===== config.mk =====
export PLATFORM = sky130hd
export DESIGN_NAME = arp_resolver_with_pending_queue
export DESIGN_NICKNAME = d
export VERILOG_FILES = /design/src/rtl/arp_pkg.sv /design/src/rtl/arp_resolver_with_pending_queue.sv
export VERILOG_INCLUDE_DIRS = /design/src /design/src/rtl
export SDC_FILE = /design/constraint.sdc
export NUM_CORES = 2
export LEC_CHECK = 0
export BUFFER_PORTS_ARGS = -buffer_cell sky130_fd_sc_hd__buf_2
export CORE_UTILIZATION = 45
export DETAILED_ROUTE_END_ITERATION = 10
export PLACE_DENSITY = 0.69
export SLEW_MARGIN = 10
export SYNTH_ARGS = -nofsm -noshare
export SYNTH_HDL_FRONTEND = slang
export SYNTH_SLANG_ARGS = --single-unit

===== constraint.sdc =====
create_clock -name clk -period 17.3 [get_ports clk]
set_clock_uncertainty 0.1 [all_clocks]
set_input_delay 1.73 -clock clk [delete_from_list [all_inputs] [get_ports clk]]
set_output_delay 1.73 -clock clk [all_outputs]
set_load 0.02 [all_outputs]

===== src/rtl/assert_macros.svh =====
// assertion helpers shared by the rtl
`ifndef ASSERT_MACROS_SVH
`define ASSERT_MACROS_SVH
// assert that a property holds on every rising clock edge outside reset
`define ASSERT_CLK(label, clk, rst_n, prop, msg) \
	label: assert property (@(posedge clk) disable iff (!rst_n) (prop)) else $error(msg);
// assert that a condition implies a consequence in the next cycle
`define ASSERT_NEXT(label, clk, rst_n, cond, cons, msg) \
	label: assert property (@(posedge clk) disable iff (!rst_n) (cond) |=> (cons)) else $error(msg);
`endif


===== src/rtl/arp_pkg.sv =====
`timescale 1ns / 1ps
// ----------------------------------------------------------------------------
// arp_pkg
// shared constants for the arp resolver
// ----------------------------------------------------------------------------
package arp_pkg;
	localparam int CACHE_ENTRIES_DEF = 16;
	localparam int REQUEST_SLOTS_DEF = 8;
	localparam int PENDING_DATAGRAMS_DEF = 16;
	localparam int AGE_W = 17;
	localparam logic [AGE_W-1:0] AGE_MAX = '1;
	localparam logic [47:0] BCAST_MAC = '1;
	localparam logic [15:0] LIFETIME_RST = 16'd30000;
	localparam logic [15:0] HOLDOFF_RST = 16'd5000;
	localparam logic [1:0] CMD_SEND = 2'd0;
	localparam logic [1:0] CMD_RECV = 2'd1;
	localparam logic [1:0] CMD_TICK = 2'd2;
	localparam logic [1:0] CMD_RSVD = 2'd3;
	localparam logic [2:0] KIND_FRAME = 3'd1;
	localparam logic [2:0] KIND_REQ = 3'd2;
	localparam logic [2:0] KIND_REPLY = 3'd3;
	localparam logic [2:0] KIND_UP = 3'd4;
	localparam logic [1:0] REG_MAC = 2'd0;
	localparam logic [1:0] REG_IP = 2'd1;
	localparam logic [1:0] REG_LIFE = 2'd2;
	localparam logic [1:0] REG_HOLD = 2'd3;
endpackage


===== src/rtl/arp_resolver_with_pending_queue.sv =====
`timescale 1ns / 1ps
// ----------------------------------------------------------------------------
// arp_resolver_with_pending_queue
// arp cache, request holdoff table and pending datagram queue
// ----------------------------------------------------------------------------
// steps while busy: send miss cache scan, write state, request scan, request write, done;
// send hit cache scan, hit emit, done; arp receive cache scan, cache write, pending scan,
// flush, reply, done; tick cache aging, request aging, done; ipv4 receive up, done; ignored
// item done; one read per cycle per memory; results one per cycle, receiver cannot stall
// throughput: one item at a time, busy is high from accept until done
// reset: asynchronous active low, clears valid bits, config to defaults
module arp_resolver_with_pending_queue #(
	parameter int CACHE_ENTRIES = arp_pkg::CACHE_ENTRIES_DEF,
	parameter int REQUEST_SLOTS = arp_pkg::REQUEST_SLOTS_DEF,
	parameter int PENDING_DATAGRAMS = arp_pkg::PENDING_DATAGRAMS_DEF
) (
	input  logic        clk,
	input  logic        arst_n,
	input  logic        start,
	output logic        busy,
	input  logic [1:0]  cmd,
	input  logic [7:0]  datagram_tag,
	input  logic [31:0] hop_addr,
	input  logic [47:0] frame_dst_mac,
	input  logic        frame_is_ipv4,
	input  logic        parse_ok,
	input  logic        arp_is_request,
	input  logic [31:0] arp_sender_ip,
	input  logic [47:0] arp_sender_mac,
	input  logic [31:0] arp_target_ip,
	input  logic [15:0] elapsed_ms,
	input  logic        cfg_valid,
	output logic        cfg_ready,
	input  logic [1:0]  cfg_index,
	input  logic [47:0] cfg_data,
	output logic        out_valid,
	output logic [2:0]  out_kind,
	output logic [47:0] out_dst_mac,
	output logic [7:0]  out_tag,
	output logic [31:0] out_target_ip,
	output logic [47:0] out_target_mac,
	output logic        last
);
`include "assert_macros.svh"
	localparam int CW = (CACHE_ENTRIES > 1) ? $clog2(CACHE_ENTRIES) : 1;
	localparam int RW = (REQUEST_SLOTS > 1) ? $clog2(REQUEST_SLOTS) : 1;
	localparam int PW = (PENDING_DATAGRAMS > 1) ? $clog2(PENDING_DATAGRAMS) : 1;
	localparam int AW = arp_pkg::AGE_W;
	// largest of the three depths sets the scan counter width
	localparam int MAXD = (CACHE_ENTRIES > REQUEST_SLOTS) ?
		((CACHE_ENTRIES > PENDING_DATAGRAMS) ? CACHE_ENTRIES : PENDING_DATAGRAMS) :
		((REQUEST_SLOTS > PENDING_DATAGRAMS) ? REQUEST_SLOTS : PENDING_DATAGRAMS);
	localparam int XW = $clog2(MAXD + 1);

	// sequencer states
	localparam logic [3:0] ST_IDLE = 4'd0;
	localparam logic [3:0] ST_CSCAN = 4'd1;  // cache scan: find / free / oldest
	localparam logic [3:0] ST_CWR = 4'd2;    // cache write or hit emit
	localparam logic [3:0] ST_RSCAN = 4'd3;  // request table scan
	localparam logic [3:0] ST_RWR = 4'd4;    // request write, pending push and request emit
	localparam logic [3:0] ST_PSCAN = 4'd5;  // pending compaction
	localparam logic [3:0] ST_REPLY = 4'd6;  // arp reply emit
	localparam logic [3:0] ST_CTICK = 4'd7;  // cache aging
	localparam logic [3:0] ST_RTICK = 4'd8;  // request aging
	localparam logic [3:0] ST_DONE = 4'd9;
	localparam logic [3:0] ST_UP = 4'd10;    // deliver ipv4 datagram up
	localparam logic [3:0] ST_PFLUSH = 4'd11; // push out the held release

	logic [3:0] state_q;

	// configuration
	logic [47:0] own_mac_q;
	logic [31:0] own_ip_q;
	logic [15:0] life_q, hold_q;
	assign cfg_ready = 1'b1;

	always_ff @(posedge clk or negedge arst_n) begin
		if (!arst_n) begin
			own_mac_q <= '0;
			own_ip_q <= '0;
			life_q <= arp_pkg::LIFETIME_RST;
			hold_q <= arp_pkg::HOLDOFF_RST;
		end else if (cfg_valid) begin
			case (cfg_index)
				arp_pkg::REG_MAC: own_mac_q <= cfg_data;
				arp_pkg::REG_IP: own_ip_q <= cfg_data[31:0];
				arp_pkg::REG_LIFE: life_q <= cfg_data[15:0];
				arp_pkg::REG_HOLD: hold_q <= cfg_data[15:0];
				default: ;
			endcase
		end
	end

	// captured item
	logic [1:0]  cmd_q;
	logic [7:0]  tag_q;
	logic [31:0] ip_q;      // lookup ip: next hop or arp sender
	logic [47:0] smac_q;
	logic        reply_q;   // reply due at end
	logic [15:0] dt_q;

	// memories: valid bits in flops, payload in synchronous arrays
	logic [CACHE_ENTRIES-1:0] cv_q;
	logic [31:0] c_ip_mem [CACHE_ENTRIES];
	logic [47:0] c_mac_mem [CACHE_ENTRIES];
	logic [AW-1:0] c_age_mem [CACHE_ENTRIES];
	logic [REQUEST_SLOTS-1:0] rv_q;
	logic [31:0] r_ip_mem [REQUEST_SLOTS];
	logic [AW-1:0] r_age_mem [REQUEST_SLOTS];
	logic [PENDING_DATAGRAMS-1:0] pv_q;
	logic [31:0] p_ip_mem [PENDING_DATAGRAMS];
	logic [7:0] p_tag_mem [PENDING_DATAGRAMS];

	// read ports, registered data
	logic [CW-1:0] c_ra;
	logic [RW-1:0] r_ra;
	logic [PW-1:0] p_ra;
	logic [31:0] c_ip_rd, r_ip_rd, p_ip_rd;
	logic [47:0] c_mac_rd;
	logic [AW-1:0] c_age_rd, r_age_rd;
	logic [7:0] p_tag_rd;

	// write ports
	logic c_we, r_we, p_we;
	logic [CW-1:0] c_wa;
	logic [RW-1:0] r_wa;
	logic [PW-1:0] p_wa;
	logic [31:0] c_wip, r_wip, p_wip;
	logic [47:0] c_wmac;
	logic [AW-1:0] c_wage, r_wage;
	logic [7:0] p_wtag;

	always_ff @(posedge clk) begin
		if (c_we) begin
			c_ip_mem[c_wa] <= c_wip;
			c_mac_mem[c_wa] <= c_wmac;
			c_age_mem[c_wa] <= c_wage;
		end
		c_ip_rd <= c_ip_mem[c_ra];
		c_mac_rd <= c_mac_mem[c_ra];
		c_age_rd <= c_age_mem[c_ra];
	end
	always_ff @(posedge clk) begin
		if (r_we) begin
			r_ip_mem[r_wa] <= r_wip;
			r_age_mem[r_wa] <= r_wage;
		end
		r_ip_rd <= r_ip_mem[r_ra];
		r_age_rd <= r_age_mem[r_ra];
	end
	always_ff @(posedge clk) begin
		if (p_we) begin
			p_ip_mem[p_wa] <= p_wip;
			p_tag_mem[p_wa] <= p_wtag;
		end
		p_ip_rd <= p_ip_mem[p_ra];
		p_tag_rd <= p_tag_mem[p_ra];
	end

	// scan counters: issue index cnt_q, data for cnt_q-1 arrives with rd_ok_s1
	logic [XW-1:0] cnt_q;      // wide enough for any of the three depths
	logic [XW-1:0] idx_s1;     // index of the data now on the read ports
	logic        rd_ok_s1;
	logic [PW:0] wp_q;         // pending write pointer during compaction

	// cache scan results
	logic        hit_q;
	logic [CW-1:0] hit_idx_q;
	logic [47:0] hit_mac_q;
	logic        free_q;
	logic [CW-1:0] free_idx_q;
	logic [CW-1:0] old_idx_q;
	logic [AW-1:0] old_age_q;
	logic        old_set_q;
	// request scan results
	logic        rhit_q, rfree_q, rold_set_q;
	logic [RW-1:0] rfree_idx_q, rold_idx_q;
	logic [AW-1:0] rold_age_q;

	logic        accept;
	assign accept = start && !busy;
	assign busy = (state_q != ST_IDLE);

	// address selection
	always_comb begin
		c_ra = cnt_q[CW-1:0];
		r_ra = cnt_q[RW-1:0];
		p_ra = cnt_q[PW-1:0];
	end

	// saturating age add
	logic [AW:0] c_sum, r_sum;
	logic [AW-1:0] c_aged, r_aged;
	always_comb begin
		c_sum = {1'b0, c_age_rd} + {{(AW-15){1'b0}}, dt_q};
		r_sum = {1'b0, r_age_rd} + {{(AW-15){1'b0}}, dt_q};
		c_aged = c_sum[AW] ? arp_pkg::AGE_MAX : c_sum[AW-1:0];
		r_aged = r_sum[AW] ? arp_pkg::AGE_MAX : r_sum[AW-1:0];
	end

	// write port control
	logic c_sel_valid;
	logic [CW-1:0] c_sel;
	always_comb begin
		c_sel_valid = 1'b1;
		c_sel = hit_q ? hit_idx_q : (free_q ? free_idx_q : old_idx_q);
		c_we = 1'b0; c_wa = c_sel; c_wip = ip_q; c_wmac = smac_q; c_wage = '0;
		r_we = 1'b0; r_wa = rfree_q ? rfree_idx_q : rold_idx_q; r_wip = ip_q;
		r_wage = '0;
		p_we = 1'b0; p_wa = wp_q[PW-1:0]; p_wip = p_ip_rd; p_wtag = p_tag_rd;
		case (state_q)
			ST_CWR: c_we = (cmd_q == arp_pkg::CMD_RECV);
			ST_RWR: begin
				r_we = !rhit_q;
				p_we = !pv_q[PENDING_DATAGRAMS-1];
				p_wa = wp_q[PW-1:0];
				p_wip = ip_q;
				p_wtag = tag_q;
			end
			ST_PSCAN: p_we = rd_ok_s1 && pv_q[idx_s1[PW-1:0]] && (p_ip_rd != ip_q);
			ST_CTICK: begin
				c_we = rd_ok_s1 && cv_q[idx_s1[CW-1:0]];
				c_wa = idx_s1[CW-1:0];
				c_wip = c_ip_rd;
				c_wmac = c_mac_rd;
				c_wage = c_aged;
			end
			ST_RTICK: begin
				r_we = rd_ok_s1 && rv_q[idx_s1[RW-1:0]];
				r_wa = idx_s1[RW-1:0];
				r_wip = r_ip_rd;
				r_wage = r_aged;
			end
			default: ;
		endcase
	end

	// result strobe and fields
	logic        ov_d, last_d;
	logic [2:0]  kind_d;
	logic [47:0] dst_d, tmac_d;
	logic [7:0]  otag_d;
	logic [31:0] tip_d;
	always_comb begin
		ov_d = 1'b0; last_d = 1'b0; kind_d = '0; dst_d = '0; tmac_d = '0;
		otag_d = '0; tip_d = '0;
		case (state_q)
			ST_UP: begin
				ov_d = 1'b1; last_d = 1'b1; kind_d = arp_pkg::KIND_UP; otag_d = tag_q;
			end
			ST_CWR: if (cmd_q == arp_pkg::CMD_SEND && hit_q) begin
				ov_d = 1'b1; last_d = 1'b1; kind_d = arp_pkg::KIND_FRAME;
				dst_d = hit_mac_q; otag_d = tag_q;
			end
			ST_RWR: if (!rhit_q) begin
				ov_d = 1'b1; last_d = 1'b1; kind_d = arp_pkg::KIND_REQ;
				dst_d = arp_pkg::BCAST_MAC; tip_d = ip_q;
			end
			ST_PSCAN: if (rd_ok_s1 && pv_q[idx_s1[PW-1:0]] && p_ip_rd == ip_q) begin
				// released frame, held by the output stage until the next release or the end of the scan
				ov_d = 1'b1; kind_d = arp_pkg::KIND_FRAME;
				dst_d = smac_q; otag_d = p_tag_rd;
			end
			ST_REPLY: if (reply_q) begin
				ov_d = 1'b1; last_d = 1'b1; kind_d = arp_pkg::KIND_REPLY;
				dst_d = smac_q; tip_d = ip_q; tmac_d = smac_q;
			end
			default: ;
		endcase
	end

	// release results are held in the output stage so that last can be known
	logic        hv_q;
	logic [47:0] hdst_q;
	logic [7:0]  htag_q;
	logic        pend_out;
	always_comb pend_out = (state_q == ST_PSCAN) && ov_d;

	always_ff @(posedge clk or negedge arst_n) begin
		if (!arst_n) begin
			out_valid <= 1'b0;
			hv_q <= 1'b0;
		end else begin
			out_valid <= 1'b0;
			if (pend_out) begin
				// a new release pushes the held one out as non-final
				if (hv_q) begin
					out_valid <= 1'b1;
				end
				hv_q <= 1'b1;
			end else if (hv_q && (state_q != ST_PSCAN)) begin
				out_valid <= 1'b1;
				hv_q <= 1'b0;
			end else if (ov_d && state_q != ST_PSCAN) begin
				out_valid <= 1'b1;
			end
		end
	end

	always_ff @(posedge clk) begin
		if (pend_out) begin
			hdst_q <= dst_d;
			htag_q <= otag_d;
			if (hv_q) begin
				out_kind <= arp_pkg::KIND_FRAME; out_dst_mac <= hdst_q;
				out_tag <= htag_q; out_target_ip <= '0; out_target_mac <= '0;
				last <= 1'b0;
			end
		end else if (hv_q && state_q != ST_PSCAN) begin
			// final release: last unless the arp reply follows
			out_kind <= arp_pkg::KIND_FRAME; out_dst_mac <= hdst_q;
			out_tag <= htag_q; out_target_ip <= '0; out_target_mac <= '0;
			last <= !reply_q;
		end else begin
			out_kind <= kind_d; out_dst_mac <= dst_d; out_tag <= otag_d;
			out_target_ip <= tip_d; out_target_mac <= tmac_d; last <= last_d;
		end
	end

	// sequencer
	logic [CW-1:0] ci;
	logic [RW-1:0] ri;
	logic [PW-1:0] pi;
	always_comb begin
		ci = idx_s1[CW-1:0];
		ri = idx_s1[RW-1:0];
		pi = idx_s1[PW-1:0];
	end

	always_ff @(posedge clk or negedge arst_n) begin
		if (!arst_n) begin
			state_q <= ST_IDLE;
			cv_q <= '0;
			rv_q <= '0;
			pv_q <= '0;
			cnt_q <= '0;
			rd_ok_s1 <= 1'b0;
			idx_s1 <= '0;
			wp_q <= '0;
		end else begin
			rd_ok_s1 <= 1'b0;
			idx_s1 <= cnt_q;
			case (state_q)
				ST_IDLE: if (accept) begin
					cnt_q <= '0;
					hit_q <= 1'b0; free_q <= 1'b0; old_set_q <= 1'b0;
					rhit_q <= 1'b0; rfree_q <= 1'b0; rold_set_q <= 1'b0;
					cmd_q <= cmd; tag_q <= datagram_tag; dt_q <= elapsed_ms;
					smac_q <= arp_sender_mac;
					ip_q <= (cmd == arp_pkg::CMD_SEND) ? hop_addr : arp_sender_ip;
					reply_q <= arp_is_request && (arp_target_ip == own_ip_q);
					case (cmd)
						arp_pkg::CMD_SEND: state_q <= ST_CSCAN;
						arp_pkg::CMD_RECV: begin
							if ((frame_dst_mac == own_mac_q ||
								frame_dst_mac == arp_pkg::BCAST_MAC) && parse_ok) begin
								if (frame_is_ipv4) begin
									state_q <= ST_UP;
								end else begin
									state_q <= ST_CSCAN;
								end
							end else begin
								state_q <= ST_DONE;
							end
						end
						arp_pkg::CMD_TICK: state_q <= ST_CTICK;
						default: state_q <= ST_DONE;
					endcase
				end
				ST_UP: state_q <= ST_DONE;
				ST_CSCAN: begin
					if (cnt_q < XW'(CACHE_ENTRIES)) begin
						cnt_q <= cnt_q + 1'b1;
						rd_ok_s1 <= 1'b1;
					end
					if (rd_ok_s1) begin
						if (cv_q[ci]) begin
							if (c_ip_rd == ip_q && !hit_q) begin
								hit_q <= 1'b1; hit_idx_q <= ci; hit_mac_q <= c_mac_rd;
							end
							if (!old_set_q || c_age_rd > old_age_q) begin
								old_set_q <= 1'b1; old_idx_q <= ci; old_age_q <= c_age_rd;
							end
						end else if (!free_q) begin
							free_q <= 1'b1; free_idx_q <= ci;
						end
						if (idx_s1 == XW'(CACHE_ENTRIES - 1)) state_q <= ST_CWR;
					end
				end
				ST_CWR: begin
					cnt_q <= '0;
					wp_q <= '0;
					if (cmd_q == arp_pkg::CMD_RECV) begin
						cv_q[c_sel] <= c_sel_valid;
						state_q <= ST_PSCAN;
					end else if (hit_q) begin
						state_q <= ST_DONE;
					end else begin
						state_q <= ST_RSCAN;
					end
				end
				ST_RSCAN: begin
					if (cnt_q < XW'(REQUEST_SLOTS)) begin
						cnt_q <= cnt_q + 1'b1;
						rd_ok_s1 <= 1'b1;
					end
					if (rd_ok_s1) begin
						if (rv_q[ri]) begin
							if (r_ip_rd == ip_q) rhit_q <= 1'b1;
							if (!rold_set_q || r_age_rd > rold_age_q) begin
								rold_set_q <= 1'b1; rold_idx_q <= ri; rold_age_q <= r_age_rd;
							end
						end else if (!rfree_q) begin
							rfree_q <= 1'b1; rfree_idx_q <= ri;
						end
						if (idx_s1 == XW'(REQUEST_SLOTS - 1)) begin
							state_q <= ST_RWR;
							// push position: first free pending slot (queue is packed)
							wp_q <= '0;
							for (int k = PENDING_DATAGRAMS - 1; k >= 0; k--)
								if (!pv_q[k]) wp_q <= (PW+1)'(k);
						end
					end
				end
				ST_RWR: begin
					if (!rhit_q) rv_q[r_wa] <= 1'b1;
					if (!pv_q[PENDING_DATAGRAMS-1]) pv_q[wp_q[PW-1:0]] <= 1'b1;
					state_q <= ST_DONE;
				end
				ST_PSCAN: begin
					if (cnt_q < XW'(PENDING_DATAGRAMS)) begin
						cnt_q <= cnt_q + 1'b1;
						rd_ok_s1 <= 1'b1;
					end
					if (rd_ok_s1) begin
						if (pv_q[pi] && p_ip_rd != ip_q) wp_q <= wp_q + 1'b1;
						if (idx_s1 == XW'(PENDING_DATAGRAMS - 1)) begin
							for (int k = 0; k < PENDING_DATAGRAMS; k++)
								pv_q[k] <= (PW+1)'(k) < (wp_q +
									((pv_q[pi] && p_ip_rd != ip_q) ? 1'b1 : 1'b0));
							state_q <= ST_PFLUSH;
						end
					end
				end
				ST_PFLUSH: state_q <= ST_REPLY;
				ST_REPLY: state_q <= ST_DONE;
				ST_CTICK: begin
					if (cnt_q < XW'(CACHE_ENTRIES)) begin
						cnt_q <= cnt_q + 1'b1;
						rd_ok_s1 <= 1'b1;
					end
					if (rd_ok_s1) begin
						if (cv_q[ci] && c_aged > {1'b0, life_q}) cv_q[ci] <= 1'b0;
						if (idx_s1 == XW'(CACHE_ENTRIES - 1)) begin
							cnt_q <= '0;
							state_q <= ST_RTICK;
						end
					end
				end
				ST_RTICK: begin
					if (cnt_q < XW'(REQUEST_SLOTS)) begin
						cnt_q <= cnt_q + 1'b1;
						rd_ok_s1 <= 1'b1;
					end
					if (rd_ok_s1) begin
						if (rv_q[ri] && r_aged > {1'b0, hold_q}) rv_q[ri] <= 1'b0;
						if (idx_s1 == XW'(REQUEST_SLOTS - 1)) state_q <= ST_DONE;
					end
				end
				ST_DONE: state_q <= ST_IDLE;
				default: state_q <= ST_IDLE;
			endcase
		end
	end

	`ASSERT_CLK(a_no_out_idle, clk, arst_n,
		!(state_q == ST_IDLE && hv_q), "held release left while idle")
	`ASSERT_NEXT(a_accept_busy, clk, arst_n,
		accept && cmd != arp_pkg::CMD_RECV, busy, "item accepted without going busy")
	`ASSERT_NEXT(a_flush_clears, clk, arst_n,
		state_q == ST_PFLUSH, !hv_q, "held release not flushed")
	`ASSERT_NEXT(a_done_idle, clk, arst_n,
		state_q == ST_DONE, state_q == ST_IDLE, "done not followed by idle")
endmodule


==> results.md <==
* Status: finished clean
* Core Area at 292000 um2
* Crit path kind: reg -> reg
* Part of the power in registers at between 50% and 60%
* Layout fillers at 23000
* ANT nets after route at 0
* Root buf cell: clkbuf_16
* Register Area at between 90000 and 100000 um2
* Critical path peak fanout at 65
* Switch share at 19.6%
* Mapped Cells at 7631
* Tmin final at 5.62 ns
* Worst slew pin tran at 1.25 ns
* GR Overflow Total at 0
* RSZ-0062 raised after global routing: false
* Num CTS Buffers at ~330
* Yosys Warn Count at 0
* Die extent in x at 545 um
* Worst-Skew Late Latency at 0.90 ns
* Initial Utilization at 45.4%
* Ports at ~420
* CTS tree: done
* Share of cells above drive strength 1 at between 20% and 30%
* Crit-path slowest cell: buf_4
* Worst hold path type: reg -> reg
* Combinational power share at under 10%
* Final Util at 51.5%
* Wire per inst at around 28 um
* DRT iter0 DRCs at 8526
* Max_cap viols at 0
* First-pass GRT wire length at ~500000 um
* Post-synth ARST share at 5.19%
* Slowest stage delay, CP at 0.83 ns
* Synth Net Count at 8014
* H-tree Lvls at 5
* Max Buffers Root-to-Sink at 4
* Yosys reg bits at roughly 3400
* Max Transition Viols Final at 0
* IO Port Bufs at 416
* Via-to-Cell Ratio at between 5 and 6
* Row Count at 198
* Fmax at about 0.18 GHz
* Setup tns final at 0 ns
* DRC viols at 0
* Crit end category: flop
* Clock sinks at 3353
* Max transition margin at 16.2%
* Post-synthesis sequential area ratio at between 70% and 80%
* Net Sw Power at 3.17 mW
* Most used cell, CP: buf_4
* Post-DP HPWL at between 150000 and 200000 um
* Pin count of the biggest net entering global routing at 134
* Critical Path AT at 6.02 ns
* Vias post-DR at approximately 74000
* Post-synth EDFFs at 2993
* GR Util All Layers at 23.1%
* DIE AREA at 297000 um2
* Peak supply drop at 98.4 uV
* Worst-path clk slew at 0.06 ns
* Initial antenna violation count at 39
* Tcrit/Tclk final at 32.5%
* WL final at between 300000 and 400000 um
* Hold_buf cts at 0
* Synth-to-Final Area Change at 13.4%
* Cell Area, Synth at between 100000 and 150000 um2
* P_int at 13.0 mW
* Synth Area per Inst at around 17 um2
* Crit path cell chain: nand2_1 -> nor2_4 -> buf_4 -> and3_1 -> nor2b_1 -> nor2b_1 -> nand2_1 -> nor2_4 -> buf_4 -> buf_4
* CP Launch Type: flop
* Vias in the first global route at 73700
* Final Hold Vio Count at 0
* DRT Pass-1 Iters at 6
* Top_reg_cell synth: edfxtp_1
* Synth unique cells at 72
* Multi-input logic area at 33100 um2
* Pwr per Cell Area at 107 nW/um2
* Post-CTS Setup Bufs at 0
* Leakage at 46.2 nW
* Nets at 8493
* Crit path required time at 17.70 ns
* Final setup violation count at 0
* Die height at 545 um
* Clock power share at 44.1%
* Routability cong. at 0.941
* Post-CTS Resized at 0
critical path: cells and delay by family (launching register included):
kind | cells | cell delay [ns]
AND/OR/NAND/NOR | 7 | 2.00
flip-flops | 1 | 0.72
buffers and inverters | 3 | 2.21
logic make-up after synthesis:
logic type | Yosys count | share of synthesized area (%)
simple gates | 1185 | 4.06
compound gates | 1082 | 5.28
mux | 1192 | 13.0
buf+inv | 515 | 1.48
flops | 3353 | 73.9
fa+ha+maj | 108 | 1.03
other cells | 1 | 0.00283
xor+xnor | 195 | 1.29
layer usage:
metal	GRT usage [%]	vias to the layer above	wire, um
li1	-	31000	-
met1	31.7	38300	138000
met2	37.7	3611	166000
met3	4.04	613	31800
met4	7.13	8	10600
met5	0	-	61
synthesized netlist by cell type, drive strengths merged, types with 129 or more instances:
master	count	area share, %
xnor2	129	0.85
a21oi	224	0.85
mux2	387	3.3
a22oi	137	0.78
mux4	384	6.5
a221oi	138	0.91
dfrtp	162	3.1
nand2	696	2.0
edfxtp	2993	68
o21ai	359	1.4
dfxtp	186	2.8
clkbuf	315	0.89
mux2i	421	3.2
area by class of cell:
class	instances	area share [%]
flip-flops and latches	3353	65.2
multi-input cells	3763	22.0
well taps	3900	3.24
diodes	21	0.0349
inverters	106	0.265
clock buffers	425	5.93
repair buffers	560	2.22
clock inverters	166	1.13
metrics by stage:
step	power [mW]	instance area (um2)	hold slack [ns]	cells	setup slack (ns)
CTS	16.2	150000	0.323	12300	11.72
global placement	9.17	140000	0.314	11700	11.80
floorplan	9.07	133000	0.252	7631	10.73
global route	16.5	150000	0.337	12300	11.42
finish	16.1	150000	0.322	12300	11.68
detailed placement	9.18	140000	0.317	11700	11.74
power groups by stage:
stage          clock network, mW  registers (mW)  logic, mW
3_3_place_gp                   0            8.95      0.219
3_5_place_dp                   0            8.96      0.221
4_1_cts                     7.20            8.78      0.223
6_report                    7.12            8.78      0.223
2_1_floorplan                  0            8.94      0.127
5_1_grt                     7.50            8.78      0.243
flip-flops by register name (all words and copies together), names as in the netlist, 32 cells and up:
signal / cells
c_ip_rd: 32
p_ip_mem: 512
own_ip_q: 32
c_mac_rd: 48
ip_q: 32
r_ip_mem: 256
p_ip_rd: 32
p_tag_mem: 128
hit_mac_q: 48
smac_q: 48
out_target_ip: 32
c_ip_mem: 512
r_ip_rd: 32
out_dst_mac: 48
c_mac_mem: 768
r_age_mem: 136
own_mac_q: 48
out_target_mac: 48
c_age_mem: 272
hdst_q: 48
cell usage in the layout, fill, tap and decap left out, drive strengths merged, types with 22 or more instances in the layout:
master / count
edfxtp: 2993
nand2: 696
buf: 560
clkbuf: 425
mux2i: 421
mux2: 387
mux4: 384
o21ai: 359
a21oi: 224
dfxtp: 186
dfrtp: 162
a221oi: 138
a22oi: 137
xnor2: 129
inv: 119
and2: 112
clkinv: 110
ha: 106
nor2: 103
nand4: 66
xor2: 66
a221o: 50
nand3: 49
bufinv: 30
a21o: 28
nor4: 27
and3: 27
nand2b: 26
o21a: 24
a22o: 22
path summary, 6_finish.rpt:
path                               from              end  slack [ns]  cells past startpoint
max                          state_q[0]  c_ip_mem[2][19]       11.68                     10
min                        c_mac_rd[28]    hit_mac_q[28]        0.32                      0
max reg2reg                  state_q[0]  c_ip_mem[2][19]       11.68                     10
min reg2reg                c_mac_rd[28]    hit_mac_q[28]        0.32                      0
max in group asynchronous        arst_n    own_mac_q[32]       15.02                      2
min in group asynchronous        arst_n    own_mac_q[30]        0.73                      1
(Power assumes the default switching activity.)
